==> src/rtl/table_linear_interpolator_core_macros.svh <==
// ----------------------------------------------------------------------------
// Table linear interpolator assertion macros
// Shared concurrent assertion forms, clocked on clk and disabled in reset.
// ----------------------------------------------------------------------------
`ifndef TABLE_LINEAR_INTERPOLATOR_CORE_MACROS_SVH
`define TABLE_LINEAR_INTERPOLATOR_CORE_MACROS_SVH

// same-cycle implication
`define TLI_ASSERT_SAME(label, ante, cons, msg) \
    label: assert property (@(posedge clk) disable iff (!rst_n) (ante) |-> (cons)) \
        else $error(msg);

// next-cycle implication
`define TLI_ASSERT_NEXT(label, ante, cons, msg) \
    label: assert property (@(posedge clk) disable iff (!rst_n) (ante) |=> (cons)) \
        else $error(msg);

`endif

==> src/rtl/tli_pkg.sv <==
// ----------------------------------------------------------------------------
// Table linear interpolator package
// Widths, types, codes and sequencer states shared by the interpolator RTL.
// ----------------------------------------------------------------------------
package tli_pkg;

    localparam int TABLE_DEPTH = 256;
    localparam int VW          = 32;
    localparam int TBL_AW      = $clog2(TABLE_DEPTH);
    localparam int PROD_W      = 2 * VW + 1;
    localparam int REM_W       = VW + 2;
    localparam int QUOT_W      = VW + 2;
    localparam int ADD_W       = VW + 3;
    localparam int CNT_W       = $clog2(PROD_W);

    typedef logic signed [VW-1:0]   value_t;
    typedef logic signed [VW:0]     xval_t;
    typedef logic signed [VW+1:0]   wide_t;
    typedef logic signed [VW+2:0]   sum_t;
    typedef logic [VW-1:0]          ymag_t;
    typedef logic [VW:0]            mag_t;
    typedef logic [PROD_W-1:0]      prod_t;
    typedef logic [REM_W-1:0]       rem_t;
    typedef logic [QUOT_W-1:0]      quot_t;
    typedef logic [ADD_W-1:0]       add_t;
    typedef logic [CNT_W-1:0]       cnt_t;
    typedef logic [TBL_AW-1:0]      addr_t;
    typedef logic [7:0]             seg_t;
    typedef logic [8:0]             pts_t;
    typedef logic [1:0]             cfg_idx_t;

    localparam logic OP_LOAD  = 1'b0;
    localparam logic OP_QUERY = 1'b1;

    localparam cfg_idx_t CFG_EXTRAP = 2'd0;
    localparam cfg_idx_t CFG_POINTS = 2'd1;
    localparam cfg_idx_t CFG_OFFSET = 2'd2;

    localparam pts_t   PT_MIN   = 9'd2;
    localparam pts_t   PT_LIMIT = pts_t'((TABLE_DEPTH < 256) ? TABLE_DEPTH : 256);
    localparam value_t VMAX     = {1'b0, {(VW-1){1'b1}}};
    localparam value_t VMIN     = {1'b1, {(VW-1){1'b0}}};
    localparam quot_t  QUOT_CAP = quot_t'(1) << (VW + 1);

    typedef enum logic [3:0] {
        ST_IDLE,
        ST_BASE,
        ST_LAST,
        ST_SEARCH,
        ST_FETCH_L,
        ST_FETCH_R,
        ST_PREP,
        ST_DIFF,
        ST_LAUNCH,
        ST_WAIT,
        ST_SUM
    } state_t;

    typedef enum logic [1:0] {
        AR_IDLE,
        AR_MUL,
        AR_DIV,
        AR_CLAMP
    } arith_phase_t;

    typedef struct packed {
        logic  go;
        ymag_t mcand;
        mag_t  mplier;
        mag_t  divisor;
    } arith_req_t;

    typedef struct packed {
        logic  done;
        quot_t quot;
    } arith_rsp_t;

endpackage

==> src/rtl/tli_arith.sv <==
// ----------------------------------------------------------------------------
// Shared multiply-divide unit
// One adder runs a shift-add multiply, then a restoring divide of the
// product, then clamps the quotient to the saturation cap.
// ----------------------------------------------------------------------------
module tli_arith
(
    input  logic                clk,
    input  logic                rst_n,
    input  tli_pkg::arith_req_t req,
    output tli_pkg::arith_rsp_t rsp
);

    tli_pkg::arith_phase_t phase_reg;
    tli_pkg::arith_phase_t phase_next;
    tli_pkg::cnt_t         cnt_reg;
    tli_pkg::cnt_t         cnt_next;
    logic                  done_reg;
    logic                  done_next;
    tli_pkg::rem_t         acc_reg;
    tli_pkg::rem_t         acc_next;
    tli_pkg::prod_t        lo_reg;
    tli_pkg::prod_t        lo_next;
    tli_pkg::ymag_t        mcand_reg;
    tli_pkg::ymag_t        mcand_next;
    tli_pkg::mag_t         divisor_reg;
    tli_pkg::mag_t         divisor_next;
    tli_pkg::quot_t        quot_reg;
    tli_pkg::quot_t        quot_next;

    tli_pkg::add_t         add_a;
    tli_pkg::add_t         add_b;
    logic                  add_cin;
    tli_pkg::add_t         add_sum;
    tli_pkg::rem_t         div_r;
    logic                  div_bit;
    tli_pkg::rem_t         div_acc;
    tli_pkg::rem_t         mul_acc;
    tli_pkg::mag_t         mul_lo;
    logic                  quot_over;

    assign div_r = {acc_reg[tli_pkg::VW:0], lo_reg[tli_pkg::PROD_W-1]};

    always_comb
    begin
        if (phase_reg == tli_pkg::AR_DIV)
        begin
            add_a   = tli_pkg::add_t'(div_r);
            add_b   = ~tli_pkg::add_t'(divisor_reg);
            add_cin = 1'b1;
        end
        else
        begin
            add_a   = tli_pkg::add_t'(acc_reg[tli_pkg::VW:0]);
            add_b   = lo_reg[0] ? tli_pkg::add_t'(mcand_reg) : '0;
            add_cin = 1'b0;
        end
    end

    assign add_sum   = add_a + add_b + tli_pkg::add_t'(add_cin);
    assign mul_acc   = tli_pkg::rem_t'(add_sum[tli_pkg::VW:1]);
    assign mul_lo    = {add_sum[0], lo_reg[tli_pkg::VW:1]};
    assign div_bit   = ~add_sum[tli_pkg::ADD_W-1];
    assign div_acc   = div_bit ? add_sum[tli_pkg::REM_W-1:0] : div_r;
    assign quot_over = (lo_reg[tli_pkg::PROD_W-1:tli_pkg::QUOT_W] != '0)
                    || (lo_reg[tli_pkg::QUOT_W-1:0] > tli_pkg::QUOT_CAP);

    always_comb
    begin
        phase_next = phase_reg;
        unique case (phase_reg)
            tli_pkg::AR_IDLE:
            begin
                if (req.go)
                begin
                    phase_next = tli_pkg::AR_MUL;
                end
            end
            tli_pkg::AR_MUL:
            begin
                if (cnt_reg == '0)
                begin
                    phase_next = tli_pkg::AR_DIV;
                end
            end
            tli_pkg::AR_DIV:
            begin
                if (cnt_reg == '0)
                begin
                    phase_next = tli_pkg::AR_CLAMP;
                end
            end
            tli_pkg::AR_CLAMP:
            begin
                phase_next = tli_pkg::AR_IDLE;
            end
        endcase
    end

    always_comb
    begin
        cnt_next     = cnt_reg;
        acc_next     = acc_reg;
        lo_next      = lo_reg;
        mcand_next   = mcand_reg;
        divisor_next = divisor_reg;
        quot_next    = quot_reg;
        done_next    = 1'b0;
        unique case (phase_reg)
            tli_pkg::AR_IDLE:
            begin
                if (req.go)
                begin
                    mcand_next   = req.mcand;
                    divisor_next = req.divisor;
                    acc_next     = '0;
                    lo_next      = tli_pkg::prod_t'(req.mplier);
                    cnt_next     = tli_pkg::cnt_t'(tli_pkg::VW);
                end
            end
            tli_pkg::AR_MUL:
            begin
                cnt_next = cnt_reg - 1'b1;
                if (cnt_reg == '0)
                begin
                    acc_next = '0;
                    lo_next  = {mul_acc[tli_pkg::VW-1:0], mul_lo};
                    cnt_next = tli_pkg::cnt_t'(tli_pkg::PROD_W - 1);
                end
                else
                begin
                    acc_next = mul_acc;
                    lo_next  = {lo_reg[tli_pkg::PROD_W-1:tli_pkg::VW+1], mul_lo};
                end
            end
            tli_pkg::AR_DIV:
            begin
                cnt_next = cnt_reg - 1'b1;
                acc_next = div_acc;
                lo_next  = {lo_reg[tli_pkg::PROD_W-2:0], div_bit};
            end
            tli_pkg::AR_CLAMP:
            begin
                quot_next = quot_over ? tli_pkg::QUOT_CAP : lo_reg[tli_pkg::QUOT_W-1:0];
                done_next = 1'b1;
            end
        endcase
    end

    always_ff @(posedge clk or negedge rst_n)
    begin
        if (!rst_n)
        begin
            phase_reg <= tli_pkg::AR_IDLE;
            done_reg  <= 1'b0;
        end
        else
        begin
            phase_reg <= phase_next;
            done_reg  <= done_next;
        end
    end

    always_ff @(posedge clk)
    begin
        cnt_reg     <= cnt_next;
        acc_reg     <= acc_next;
        lo_reg      <= lo_next;
        mcand_reg   <= mcand_next;
        divisor_reg <= divisor_next;
        quot_reg    <= quot_next;
    end

    assign rsp.done = done_reg;
    assign rsp.quot = quot_reg;

endmodule

==> config.mk <==
export PLATFORM = sky130hd
export DESIGN_NAME = tli_arith
export DESIGN_NICKNAME = d
export VERILOG_FILES = /design/src/rtl/table_linear_interpolator_core_macros.svh /design/src/rtl/tli_pkg.sv /design/src/rtl/tli_arith.sv
export SDC_FILE = /design/constraint.sdc
export NUM_CORES = 1
export LEC_CHECK = 0
export BUFFER_PORTS_ARGS = -buffer_cell sky130_fd_sc_hd__buf_4
export CORE_UTILIZATION = 25
export DETAILED_ROUTE_END_ITERATION = 12
export SLEW_MARGIN = 20
export SYNTH_ARGS = -nofsm -noshare
export SYNTH_HDL_FRONTEND = slang
export SYNTH_SLANG_ARGS = --single-unit
==> constraint.sdc <==
create_clock -name clk -period 5.7 [get_ports clk]
set_clock_uncertainty 0.2 [all_clocks]
set_input_delay 1.14 -clock clk [delete_from_list [all_inputs] [get_ports clk]]
set_output_delay 1.14 -clock clk [all_outputs]
set_load 0.005 [all_outputs]
==> results of run 1 <==
-- worst paths after layout --
check,start,endpoint,slack (ns)
worst min register to register,lo_reg[54],lo_reg[55],0.36
worst max-delay path,phase_reg[0],acc_reg[5],0.64
worst max register to register,phase_reg[0],acc_reg[5],0.64
min in group clk,lo_reg[54],lo_reg[55],0.36
max in group asynchronous,rst_n,phase_reg[0],4.99
worst min-delay path,rst_n,done_reg,0.20
-- metrics by stage --
step	power, mW	setup slack (ns)
2_1_floorplan	6.131	0.7473
3_3_place_gp	7.518	0.7841
3_5_place_dp	7.611	0.6469
4_1_cts	9.326	0.6533
5_1_grt	9.969	0.3221
6_report	9.301	0.6414
-- cells by family (layout without fill, tap and decap cells) --
group                      Yosys count  after routing  synth area share (%)
AOI/OAI and AO/OA                  300            300                 17.49
xor gates and xnor gates            29             29                 2.266
adders and majority gates           41             41                 4.711
buffers and inverters               83            225                 3.126
DFF                                207            207                 55.33
muxes                               32             32                 3.204
and+or+nand+nor                    328            328                 13.87
-- critical path, delay by kind of cell (launching register included) --
family	cells	cell delay (ns)
AOI/OAI and AO/OA	6	1.45
adders and majority gates	3	1.20
and+or+nand+nor	1	0.28
muxes	1	0.35
buffers and inverters	4	1.04
DFF	1	0.40
-- routing by layer --
metal / GRT usage, % / share of wire [%] / routed length (µm)
met2: 19.88 / 45 / 13160
met5: 0 / 0 / 0
met3: 1.933 / 5.7 / 1686
met4: 3.719 / 2.3 / 663
met1: 18.65 / 47 / 13930
-- cell type report --
| class | instances | area [µm²] |
|---|---|---|
| clock inverter | 17 | 198.9 |
| sequential | 207 | 6201 |
| timing repair buffer | 155 | 1187 |
| fill | 4462 | 30410 |
| inverter | 24 | 90.09 |
| tap | 592 | 740.7 |
| clock buffer | 29 | 683.2 |
| multi-input combinational | 730 | 4706 |
-- synthesized netlist by cell type (6+ instances only) --
cell	n
buf_2	7
inv_1	22
nor2_1	60
xnor2_1	16
clkbuf_1	42
o211ai_1	9
nand4_1	11
a21o_1	7
a31oi_1	20
o21a_1	8
nor2b_1	6
ha_1	39
and2_1	42
nand2_1	126
o21ai_0	73
nor3_1	7
xor2_1	13
a22oi_1	34
a22o_1	20
nand3_1	36
a21oi_1	81
nor4_1	15
edfxtp_1	204
mux2_2	31
-- power by group --
part	leakage, nW	total (mW)	switching (mW)	internal [mW]
Combinational	2.55	4.68	3.01	1.66
Clock	0.430	1.70	0.654	1.04
Sequential	2.06	2.93	0.374	2.55
Total	5.05	9.30	4.04	5.26
==> impl_metrics.tcl, run 1 <==
set metrics [dict create \
    status "finished clean" \
    io_buffer_count 135 \
    ff2ff_path_depth 15 \
    hold_ws_ns 0.1972 \
    crit_path_cell_trace "inv_1 -> ha_1 -> clkinv_1 -> buf_4 -> fa_1 -> fa_1 -> and2b_4 -> o211ai_2 -> a31oi_4 -> o211ai_2 -> a31o_4 -> o21bai_2 -> buf_4 -> mux2_2 -> a21oi_1" \
    cts_buffer_depth 3 \
    synth_cells 1020 \
    syn_to_final_growth_pct 23.20 \
    io-pin-count 136 \
    fin_crit_ns 5.059 \
    n_antenna_cell 0 \
    slowest_stage "o21bai_2" \
    finalCritPeriodShare_pct 88.75 \
    gp_congestion 0.8667 \
    pwr_density_cell_nw_per_um2 673.6 \
    synth-seq-cells 207 \
    grt_pass1_wl_mm 45.89 \
    vias_per_cell 4.845 \
    wl_per_cell_um 16.78 \
    cts_tree "built" \
    syn_nets 1162 \
    grt_pass1_vias 8247 \
    syn_area_um2 11210 \
    hold_viol_final 0 \
    cts_resized 0 \
    rsz0062_at_grt "false" \
    wl_mm 29.44 \
    hold_class "in -> async" \
    final_layout_size_suffix_gt1_share_pct 21.94 \
    initial_core_util_pct 25.34 \
    arrival_ns 5.25 \
    htree_levels 1 \
    cp_max_fo 12 \
    place_inst 1707 \
    dpl_cell_area_um2 12910 \
    rows 77 \
    core_um2 44220 \
    setup_viol 0 \
    timing.setup.tns_ns 0 \
    layout.cells.most_common "edfxtp_1" \
    max_slew.worst_pin.slew_ns 1.081 \
    clk_pin_slew_worst_paths_ns 0.06 \
    die_w_um 213.7 \
    cts_hold_buf 0 \
    synth-async-reset-ratio_pct 1.449 \
    yosysWarnings 0 \
    final_cell_mix "edfxtp_1, buf_4, nand2_1" \
    ys_types 69 \
    largest_reg_flops 65 \
    max_freq_mhz 197.7 \
    antenna_found_initial 0 \
    clk_latency_ns 0.54 \
    cts_root_buf "clkbuf_16" \
    max_stage_delay_ns 0.49 \
    maxCapViolations 0 \
    dieArea_um2 45680 \
    instances_no_fill 1754 \
    firstDrtPassIters 5 \
    drcViolationCount 0 \
    synthFlopType "edfxtp_1" \
    final_core_util_pct 31.22 \
    clock-sinks 207 \
    yosys.area.top_type "edfxtp_1" \
    numCtsBuffers 26 \
    fin_area_um2 13810 \
    vias 8498 \
    slew_headroom_pct 27.94 \
    crit_required_ns 5.89 \
    overflow 0 \
    ys_seq_area_share_pct 55.33 \
    ir_drop_uv 273.1 \
    dp_hpwl_mm 21.28 \
    yosys.area.top_type_share_pct 54.66 \
    end_kind "flop" \
    final_nets 1286 \
    postCtsSetupRepairBufs 0 \
    critical_path_class "reg -> reg" \
    synthTopCellsByArea "edfxtp_1, ha_1, nand2_1" \
    leakagePower_nw 5.045 \
    postRouteAntennaNets 0 \
    detail_route.iter0.violations 727 \
    start_kind "flop" \
    die_h_um 213.7 \
    grt_max_degree 67 \
    avgSynthCellArea_um2 10.99 \
    synth-edff-count 204 \
    slew_violations 0 \
    grt.total_usage_pct 12.91 \
]
No activity file was read; power rests on OpenSTA's default activity.
==> run 2, diff against run 1 <==
==> constraint.sdc (replaced) <==
create_clock -name clk -period 4.8 [get_ports clk]
set_clock_uncertainty 0.2 [all_clocks]
set_input_delay 0.96 -clock clk [delete_from_list [all_inputs] [get_ports clk]]
set_output_delay 0.96 -clock clk [all_outputs]
set_load 0.005 [all_outputs]
==> run 2 against run 1 <==
Sequential power rose by 18%. Clock-buffer cell count stayed put. Core utilization grew 0.099 points. Final cell count grew 0.40%. Worst setup slack worse by 0.45 ns. Die area did not move. Sequential share of layout area is 0.14 points lower. Critical path type unchanged.
==> impl_metrics.tcl, run 2 (synthesized netlist as in run 1, its figures left out) <==
set metrics [dict create \
    max_freq_mhz 216.9 \
    overflow 0 \
    die_h_um 213.7 \
    fin_total_pwr_mw 11.06 \
    critical_path_class "reg -> reg" \
    cts_buffer_depth 3 \
    core_um2 44220 \
    leakagePower_nw 5.072 \
    ir_drop_uv 382.8 \
    initial_core_util_pct 25.34 \
    die_w_um 213.7 \
    wl_mm 29.89 \
    htree_levels 1 \
    finalCritPeriodShare_pct 96.07 \
    dp_hpwl_mm 21.34 \
    crit_required_ns 4.95 \
    grt_pass1_vias 8250 \
    numCtsBuffers 25 \
    clk_latency_ns 0.56 \
    fin_area_um2 13850 \
    detail_route.iter0.violations 686 \
    syn_to_final_growth_pct 23.59 \
    cts_root_buf "clkbuf_16" \
    antenna_found_initial 1 \
    hold_viol_final 0 \
    firstDrtPassIters 7 \
    slew_violations 0 \
    cp_max_fo 31 \
    timing.setup.tns_ns 0 \
    final_core_util_pct 31.32 \
    wl_per_cell_um 16.97 \
    final_layout_size_suffix_gt1_share_pct 21.98 \
    setup_viol 0 \
    clock-sinks 207 \
    io-pin-count 136 \
    grt_pass1_wl_mm 46.23 \
    pwr_density_cell_nw_per_um2 798.4 \
    rows 77 \
    max_slew.worst_pin.slew_ns 0.9937 \
    dieArea_um2 45680 \
    arrival_ns 4.76 \
    end_kind "flop" \
    rrSetupSlack_ns 0.19 \
    hold_ws_ns 0.3629 \
    clk_pin_slew_worst_paths_ns 0.06 \
    slew_headroom_pct 33.75 \
    dpl_cell_area_um2 12970 \
    num-fill-cells 4456 \
    io_buffer_count 135 \
    rsz0062_at_grt "false" \
    final_cell_mix "edfxtp_1, buf_4, nand2_1" \
    vias_per_cell 4.920 \
    fin_crit_ns 4.611 \
    grt.total_usage_pct 12.94 \
    status "finished clean" \
    hold_class "reg -> reg" \
    vias 8664 \
    maxCapViolations 0 \
    final_nets 1292 \
    start_kind "flop" \
    drcViolationCount 0 \
    gp_congestion 0.9241 \
    postRouteAntennaNets 0 \
    n_antenna_cell 0 \
    largest_reg_flops 65 \
    grt_max_degree 66 \
    cts_tree "built" \
    layout.cells.most_common "edfxtp_1" \
]
-- run 2: changes by cell type in the layout (fill, tap and decap cells not counted), sizes merged --
cell	delta
dlygate4sd3	+1
inv	+2
buf	+6
clkinv	+1
clkinvlp	-3
-- run 2: worst paths after layout --
kind | startpoint | cells after the start | end
max | phase_reg[0] | 16 | acc_reg[31]
min | lo_reg[36] | 2 | lo_reg[37]
max reg2reg | phase_reg[0] | 16 | acc_reg[31]
min reg2reg | lo_reg[36] | 2 | lo_reg[37]
max in group asynchronous | rst_n | 2 | phase_reg[1]
min in group asynchronous | rst_n | 2 | phase_reg[0]
-- run 2: worst max-delay path, cell delays in order (launching register included) --
cell and delay, ns:
dfrtp_1 0.37, inv_1 0.13, ha_1 0.28, buf_4 0.17
nor2b_2 0.15, buf_12 0.21, a2bb2oi_1 0.11, fa_1 0.41
fa_1 0.40, and2b_4 0.27, o211ai_2 0.11, a31oi_4 0.28
o21ai_1 0.21, a2111oi_0 0.49, o221a_2 0.33, a22oi_1 0.08
o32ai_1 0.17
-- run 2: routing by layer --
| layer | vias to the layer above | part of all wire (%) | track usage [%] | wire, µm |
|---|---|---|---|---|
| li1 | 4127 | - | - | - |
| met1 | 4129 | 46 | 18.21 | 13770 |
| met2 | 345 | 44 | 19.77 | 13090 |
| met3 | 61 | 6.8 | 2.314 | 2046 |
| met4 | 2 | 3.2 | 4.729 | 959 |
| met5 | - | 0.040 | 0 | 12 |
-- run 2: what timing repair did --
item	CTS	global route
endpoints found under the setup margin	0	26
resized for setup	0	2
hold buffers	1	0
hold endpoints to repair	3	0
buffers inserted	0	0
-- run 2: report_power, final --
| part | internal [mW] | switching [mW] | total [mW] |
|---|---|---|---|
| Sequential | 3.03 | 0.442 | 3.47 |
| Combinational | 2.01 | 3.60 | 5.61 |
| Clock | 1.18 | 0.792 | 1.98 |
| Total | 6.22 | 4.84 | 11.1 |
-- run 2: layout make-up --
type	instances	area, µm²	share of cell area (%)
Clock buffer	29	640.6	4.625
Clock inverter	17	210.2	1.518
Inverter	24	90.09	0.6504
Multi-Input combinational cell	730	4713	34.03
Sequential cell	207	6201	44.77
Tap cell	592	740.7	5.348
Timing Repair Buffer	162	1255	9.060
-- run 2: metrics by stage --
| stage | setup slack [ns] | cells |
|---|---|---|
| 4_1_cts | 0.03663 | 1760 |
| 2_1_floorplan | 0.1175 | 1020 |
| 3_3_place_gp | 0.1740 | 1712 |
| 6_report | 0.1885 | 1761 |
| 5_1_grt | 0.008540 | 1761 |
| 3_5_place_dp | 0.1027 | 1713 |
==> run 3, diff against run 2 <==
--- a/config.mk
+++ b/config.mk
@@ -6,8 +6,11 @@
 export NUM_CORES = 1
 export LEC_CHECK = 0
 export BUFFER_PORTS_ARGS = -buffer_cell sky130_fd_sc_hd__buf_4
+export CELL_PAD_IN_SITES_DETAIL_PLACEMENT = 1
+export CELL_PAD_IN_SITES_GLOBAL_PLACEMENT = 1
 export CORE_UTILIZATION = 25
 export DETAILED_ROUTE_END_ITERATION = 12
+export PLACE_DENSITY_LB_ADDON = 0.1
 export SLEW_MARGIN = 20
 export SYNTH_ARGS = -nofsm -noshare
 export SYNTH_HDL_FRONTEND = slang
==> run 3 against run 2 <==
Die area stayed put. Routed wire length is 15% higher. Via count is 1.5% lower. Clock-buffer cell count stayed put.
==> impl_metrics.tcl, run 3 (synthesized netlist as in run 1, its figures left out) <==
set metrics [dict create \
    hold_class "reg -> reg" \
    die_w_um 213.7 \
    dpl_cell_area_um2 13300 \
    cts_hold_buf 1 \
    largest_reg_flops 65 \
    htree_levels 1 \
    cts_resized 0 \
    end_kind "flop" \
    rsz0062_at_grt "false" \
    slew_violations 0 \
    wl_per_cell_um 19.10 \
    critical_path_class "reg -> reg" \
    fin_crit_ns 4.536 \
    crit_path_cell_trace "inv_1 -> ha_1 -> buf_4 -> nor2b_2 -> a2bb2oi_1 -> fa_1 -> fa_1 -> and2b_4 -> o211ai_2 -> a31oi_4 -> o211ai_2 -> a31o_4 -> o21bai_2 -> buf_12 -> mux2_2 -> a21oi_1" \
    dp_hpwl_mm 25.51 \
    io_buffer_count 135 \
    final_layout_size_suffix_gt1_share_pct 24.55 \
    clk_latency_ns 0.55 \
    initial_core_util_pct 25.34 \
    max_freq_mhz 220.5 \
    fin_total_pwr_mw 11.83 \
    drcViolationCount 0 \
    grt.total_usage_pct 15.24 \
    syn_to_final_growth_pct 27.05 \
    maxCapViolations 0 \
    status "finished clean" \
    vias 8536 \
    max_stage_delay_ns 0.43 \
    grt_max_degree 74 \
    cts_tree "built" \
    cts_root_buf "clkbuf_16" \
    fin_area_um2 14240 \
    postRouteAntennaNets 0 \
    clock-sinks 207 \
    hold_ws_ns 0.3681 \
    pwr_density_cell_nw_per_um2 831.0 \
    core_um2 44220 \
    finalCritPeriodShare_pct 94.49 \
    overflow 0 \
    ir_drop_uv 350.9 \
    dieArea_um2 45680 \
    setup_viol 0 \
    instances_no_fill 1802 \
    num-fill-cells 4916 \
    layout.cells.most_common "edfxtp_1" \
    setup_slack_ns 0.2643 \
    vias_per_cell 4.737 \
    numCtsBuffers 27 \
    slew_headroom_pct 36.34 \
    final_core_util_pct 32.20 \
    timing.setup.tns_ns 0 \
    grt_pass1_wl_mm 53.56 \
    arrival_ns 4.72 \
    n_antenna_cell 0 \
    cts_buffer_depth 3 \
    gp_congestion 0.7919 \
    rows 77 \
    slowest_stage "fa_1" \
    start_kind "flop" \
    register_area_um2 6201 \
    clk_pin_slew_worst_paths_ns 0.06 \
    cp_max_fo 19 \
    leakagePower_nw 5.306 \
    postCtsSetupRepairBufs 0 \
    crit_required_ns 4.98 \
    place_inst 1752 \
    max_slew.worst_pin.slew_ns 0.9550 \
    detail_route.iter0.violations 392 \
    grt_pass1_vias 8989 \
    dp_slack_ns 0.2407 \
    multi_input_area_um2 4708 \
    hold_viol_final 0 \
    final_cell_mix "edfxtp_1, buf_4, nand2_1" \
    wl_mm 34.41 \
    die_h_um 213.7 \
    final_nets 1332 \
    antenna_found_initial 0 \
    firstDrtPassIters 4 \
    io-pin-count 136 \
]
## run 3: cell types whose count changed in the layout (fill, tap and decap cells not counted), moves of 2 or more
cell	previous run	this run
bufinv_16	4	6
buf_12	2	5
clkbuf_1	4	2
clkbuf_16	25	27
buf_4	157	194
clkinv_1	5	9
## run 3: final timing paths
kind / cells after the start / to / start / slack [ns]
max: 16 / acc_reg[2] / phase_reg[0] / 0.26
min: 2 / lo_reg[51] / lo_reg[50] / 0.37
max reg2reg: 16 / acc_reg[2] / phase_reg[0] / 0.26
min reg2reg: 2 / lo_reg[51] / lo_reg[50] / 0.37
max in group asynchronous: 2 / phase_reg[1] / rst_n / 3.76
min in group asynchronous: 2 / done_reg / rst_n / 0.54
## run 3: power breakdown
part	internal, mW	total [mW]	switching, mW
combinational	2.33	6.20	3.88
sequential	3.03	3.47	0.441
clock	1.34	2.16	0.812
total	6.70	11.8	5.13
## run 3: critical path: cells and delay by family (launching register included)
kind            cells  cell delay, ns
fa+ha+maj           3            1.10
compound gates      7            1.31
mux                 1            0.35
buf+inv             3            0.49
simple gates        2            0.51
flops               1            0.38
## run 3: layout make-up
class | count | area share, %
Clock inverter | 20 | 1.749
Tap cell | 592 | 5.202
Timing Repair Buffer | 200 | 11.00
Inverter | 24 | 0.6327
Multi-Input combinational cell | 730 | 33.07
Sequential cell | 207 | 43.55
Clock buffer | 29 | 4.798
## run 3: layer usage
layer / wire length [µm] / global-route usage, % / up-vias
li1: - / - / 4189
met1: 16810 / 21.58 / 4157
met2: 15660 / 24.50 / 160
met3: 1348 / 2.021 / 30
met4: 593 / 3.768 / 0
met5: 0 / 0 / -
